### config.mk
export PLATFORM = sky130hd
export DESIGN_NAME = qcs_front
export DESIGN_NICKNAME = d
export VERILOG_FILES = /design/src/hw/rtl/qcs_pkg.sv /design/src/hw/rtl/qcs_front.sv
export SDC_FILE = /design/constraint.sdc
export NUM_CORES = 1
export LEC_CHECK = 0
export BUFFER_PORTS_ARGS = -buffer_cell sky130_fd_sc_hd__buf_2
export CORE_MARGIN = 2
export CORE_UTILIZATION = 45
export CTS_CLUSTER_DIAMETER = 200
export DETAILED_ROUTE_END_ITERATION = 10
export GPL_TIMING_DRIVEN = 0
export HOLD_SLACK_MARGIN = 0.15
export PLACE_DENSITY = 0.73
export RECOVER_POWER = 25
export SYNTH_ARGS = -nofsm -noshare
export SYNTH_HDL_FRONTEND = slang
export SYNTH_SLANG_ARGS = --single-unit
### constraint.sdc
create_clock -name clk -period 9.15 [get_ports clk]
set_clock_uncertainty 0.15 [all_clocks]
set_input_delay 1.83 -clock clk [delete_from_list [all_inputs] [get_ports clk]]
set_output_delay 1.83 -clock clk [all_outputs]
set_load 0.01 [all_outputs]
### src/hw/rtl/qcs_pkg.sv
// Shared types, constants and saturation helper for the quaternion constraint
// stabilizer. No dependencies; every other file of the block imports it.
package qcs_pkg;

	typedef logic signed [31:0] fx_t;
	typedef fx_t [3:0] fx4_t;

	typedef struct packed {
		logic operation;
		fx_t  quat_w;
		fx_t  quat_x;
		fx_t  quat_y;
		fx_t  quat_z;
		fx_t  rate_w;
		fx_t  rate_x;
		fx_t  rate_y;
		fx_t  rate_z;
	} qcs_in_t;

	typedef struct packed {
		fx_t  out_quat_w;
		fx_t  out_quat_x;
		fx_t  out_quat_y;
		fx_t  out_quat_z;
		fx_t  out_vec_w;
		fx_t  out_vec_x;
		fx_t  out_vec_y;
		fx_t  out_vec_z;
		logic was_normalized;
		logic saturated;
	} qcs_out_t;

	// A classified item as it sits in the queue between front and back.
	typedef struct packed {
		logic is_force;
		logic is_zero;
		fx4_t quat;
		fx4_t rate;
	} qcs_job_t;

	typedef struct packed {
		logic clip;
		fx_t  val;
	} sat_t;

	localparam logic OP_ENFORCE = 1'b0;
	localparam logic OP_FORCE   = 1'b1;

	localparam int QUEUE_DEPTH = 4;
	localparam int SQRT_STAGES = 33;
	localparam int DIV_STAGES  = 25;
	localparam int JOB_DELAY   = SQRT_STAGES + DIV_STAGES;

	localparam logic signed [71:0] S32_MAX_W = 72'sh7FFFFFFF;
	localparam logic signed [71:0] S32_MIN_W = -72'sh80000000;
	localparam logic signed [71:0] Q_ONE_W   = 72'sh1000000;

	function automatic sat_t sat32(input logic signed [71:0] x);
		sat_t r;
		if (x > S32_MAX_W) begin
			r.clip = 1'b1;
			r.val  = 32'sh7FFFFFFF;
		end else if (x < S32_MIN_W) begin
			r.clip = 1'b1;
			r.val  = 32'sh80000000;
		end else begin
			r.clip = 1'b0;
			r.val  = x[31:0];
		end
		return r;
	endfunction

endpackage

### src/hw/rtl/qcs_front.sv
// Front end: accepts input transactions, classifies them and holds them in a
// short queue for the back end. Depends on qcs_pkg.
module qcs_front (
	input  logic              clk,
	input  logic              arst_n,
	input  logic              item_valid,
	output logic              item_ready,
	input  qcs_pkg::qcs_in_t  item,
	output logic              head_valid,
	output qcs_pkg::qcs_job_t head,
	input  logic              pop
);
	import qcs_pkg::*;

	localparam int PW = $clog2(QUEUE_DEPTH);

	qcs_job_t        mem_q [0:QUEUE_DEPTH-1];
	logic [PW-1:0]   wr_ptr_q;
	logic [PW-1:0]   rd_ptr_q;
	logic [PW:0]     count_q;
	qcs_job_t        job;
	logic            push;
	logic            pop_ok;

	// Classification: force transactions skip normalization, and a zero
	// quaternion has a zero norm and passes through unchanged.
	always_comb begin
		job.is_force = (item.operation == OP_FORCE);
		job.is_zero  = (item.quat_w == '0) && (item.quat_x == '0) &&
			(item.quat_y == '0) && (item.quat_z == '0);
		job.quat = {item.quat_z, item.quat_y, item.quat_x, item.quat_w};
		job.rate = {item.rate_z, item.rate_y, item.rate_x, item.rate_w};
	end

	assign item_ready = (count_q != (PW+1)'(QUEUE_DEPTH));
	assign push       = item_valid && item_ready;
	assign head_valid = (count_q != '0);
	assign pop_ok     = pop && head_valid;
	assign head       = mem_q[rd_ptr_q];

	always_ff @(posedge clk or negedge arst_n) begin
		if (!arst_n) begin
			wr_ptr_q <= '0;
			rd_ptr_q <= '0;
			count_q  <= '0;
		end else begin
			if (push) wr_ptr_q <= wr_ptr_q + 1'b1;
			if (pop_ok) rd_ptr_q <= rd_ptr_q + 1'b1;
			if (push && !pop_ok) count_q <= count_q + 1'b1;
			else if (!push && pop_ok) count_q <= count_q - 1'b1;
		end
	end

	always_ff @(posedge clk) begin
		if (push) mem_q[wr_ptr_q] <= job;
	end

endmodule

==> flow_metrics.py <==
metrics = {
    "sta": {
        "setup_violations": 0,
        "hold_viol_final": 0,
        "grt_setup_unrepaired": "false",
        "min_period_ns": 5.13,
        "slew_violations": 0,
        "worstMarginPinSlew_ns": 1.07,
        "clock.fmax_mhz": 195,
        "relSlewSlack_pct": 28.6,
        "min_period_over_period_pct": 56.1,
    },
    "yosys": {
        "ys_ff_latch": 1039,
        "yosys_warnings": 0,
        "synth_cells": 1426,
        "yosys.area.top_type_share_pct": 81.8,
        "syn-num-nets": 1693,
        "yosysMostFrequentCell": "edfxtp_1",
        "synth.area.top_cells": "edfxtp_1, mux4_2, buf_6",
        "synthTopCellsByCount": "edfxtp_1, mux4_2, nor4_1, buf_2, buf_6",
        "async_reset_ff_share_pct": 0.674,
        "synth_edf_count": 1032,
        "synth.avg_cell_area_um2": 26.6,
        "syn_area_mm2": 0.0379,
        "yosysTopAreaCell": "edfxtp_1",
        "ys.flop_type": "edfxtp_1",
        "seq_area_frac_synth_pct": 82.2,
        "yosys.cell_types.count": 22,
    },
    "place": {
        "dp_cells": 3047,
        "placed_area_mm2": 0.0424,
        "io_buffers": 520,
        "gp_congestion": 0.765,
        "hpwl_um": 54700,
    },
    "setup_path": {
        "reg2reg_slack_ns": 6.26,
        "cpMostUsedCell": "buf_2",
        "crit_required_ns": 7.17,
        "cp_slowest_cell": "clkbuf_1",
        "critical_path_class": "reg2out",
        "slowest_delay_ns": 0.83,
        "end_kind": "primary output",
        "reg2reg_to": "mem_q[0][133]$_DFFE_PP_",
        "critPathArrivalTime_ns": 3.15,
        "path_max_fanout": 10,
        "worst_r2r_path_depth": 6,
        "r2r-start": "count_q[0]$_DFFE_PN0P_",
        "crit_chain": "buf_2 -> clkbuf_1 -> buf_2 -> mux4_2 -> buf_2",
        "crit_path_end": "head[31]",
        "startpoint": "rd_ptr_q[1]$_DFFE_PN0P_",
        "startpoint_type": "register",
    },
    "global_route": {
        "grt_pass1_wl_um": 119000,
        "grt_pass1_vias": 18500,
        "track_usage_pct": 18.5,
        "antenna_found_initial": 19,
        "overflow": 0,
        "grt_max_degree": 58,
    },
    "die": {
        "die_area_mm2": 0.0866,
        "die_x_um": 294,
        "die_h_um": 294,
        "core_area_mm2": 0.0836,
        "start_util_pct": 45.4,
        "num_io_pins": 521,
        "num_rows": 106,
    },
    "clock_network": {
        "max-clock-path-buffers": 3,
        "cts_tree": "built",
        "numCtsBuffers": 102,
        "cts-resized-gates": 0,
        "htreeDepth": 3,
        "cts_hold_buf": 0,
        "clkLatencyLatePin_ns": 0.66,
        "cts_setup_buffers": 0,
        "clockRootBuffer": "clkbuf_16",
        "path_clk_slew_ns": 0.06,
        "cts.sinks": 1039,
    },
    "route": {
        "wl_per_cell_um": 25.1,
        "final_antenna_net_count": 0,
        "vias": 17700,
        "viasPerCell": 5.46,
        "drtIter0Drc": 1415,
        "drt-pass1-iter-count": 5,
        "wl_um": 81400,
        "drc": 0,
    },
    "cells_and_area": {
        "final_cell_area_mm2": 0.0456,
        "area_growth_pct": 20.3,
        "drive_gt1_share_pct": 39.2,
        "final_net_count": 2338,
        "fin_cells": 3245,
    },
    "min_path": {
        "hold_class": "reg2reg",
        "holdPathStages": 1,
    },
    "power_and_ir_drop": {
        "ir_worst_vdd_mv": 0.219,
        "leakage_nw": 15.0,
        "power_density_mw_per_mm2": 332,
    },
    "status": {
        "status": "completed",
    },
    "flow_run": {
        "maxCapViolations": 0,
    },
}
## power breakdown
group | leakage (nW) | switching, mW | internal, mW | total [mW]
combinational | 3.86 | 2.56 | 2.02 | 4.59
sequential | 9.54 | 0.187 | 6.27 | 6.46
clock | 1.63 | 1.75 | 2.36 | 4.11
## how the worst min path moves through the flow
stage	startpoint	to	slack, ns
6_report	count_q[2]$_DFFE_PN0P_	count_q[2]$_DFFE_PN0P_	0.36
5_1_grt	count_q[2]$_DFFE_PN0P_	count_q[2]$_DFFE_PN0P_	0.38
4_1_cts	count_q[2]$_DFFE_PN0P_	count_q[2]$_DFFE_PN0P_	0.36
3_5_place_dp	count_q[2]$_DFFE_PN0P_	count_q[2]$_DFFE_PN0P_	0.35
3_3_place_gp	count_q[2]$_DFFE_PN0P_	count_q[2]$_DFFE_PN0P_	0.33
2_1_floorplan	count_q[2]$_DFFE_PN0P_	count_q[2]$_DFFE_PN0P_	0.30
## area by class of cell
cell class              count  area [um2]
inverters                   3        11.3
clock buffers             124        2690
well taps                1080        1350
repair buffers            541        2940
flip-flops and latches   1039       31200
plain buffers              58         420
multi-input cells         326        6320
clock inverters            64         684
diodes                     10        25.0
fillers                  6240       38000
## metrics by stage
step	hold slack (ns)	worst slack, ns	power, mW	TNS [ns]	utilization (%)
floorplan	0.305	0.616	9.55	0	-
global placement	0.326	-4.11	11.5	-4159.43	50.1
detailed placement	0.354	4.46	11.3	0	50.8
CTS	0.362	3.72	15.4	0	54.8
global route	0.382	3.75	15.8	0	54.6
finish	0.359	4.02	15.2	0	54.6
## critical path: cells and delay by family (launching register included)
family,cells,cell delay [ns]
buffers and inverters,4,1.76
multiplexers,1,0.39
flip-flops,1,0.32
## logic make-up after synthesis
family	after synthesis	synth area share (%)
XOR/XNOR	6	0.139
adder cells (fa/ha/maj)	6	0.218
buffers and inverters	61	1.14
flip-flops	1039	82.2
multiplexers	260	15.4
AND/OR/NAND/NOR	54	0.878
## sequential cells by signal (all words and copies together) (netlist names)
signal and flops:
count_q 3, mem_q 1032, rd_ptr_q 2, wr_ptr_q 2
## cells in the final DEF, fill, tap and decap left out, drive strengths merged, types with 2 or more instances in the layout
cell type,netlist,routed
nand2,2,2
dfrtp,7,7
clkinvlp,0,4
nand4,8,8
nor4,32,32
nor2,3,3
clkbuf,6,292
ha,5,5
mux4,258,258
buf,52,431
inv,3,7
edfxtp,1032,1032
bufinv,0,9
xnor2,4,4
and3,4,4
diode,0,10
mux2,2,2
clkinv,0,47
or4,2,2
xor2,2,2
## layer usage
metal / up-vias / global-route usage [%] / part of all wire [%]
li1: 7569 / - / -
met1: 9283 / 23.0 / 38
met2: 709 / 30.8 / 51
met3: 133 / 6.44 / 9.2
met4: 18 / 5.65 / 2.4
met5: - / 0 / 0.15
Note: power is estimated with default switching activity, not from simulation.
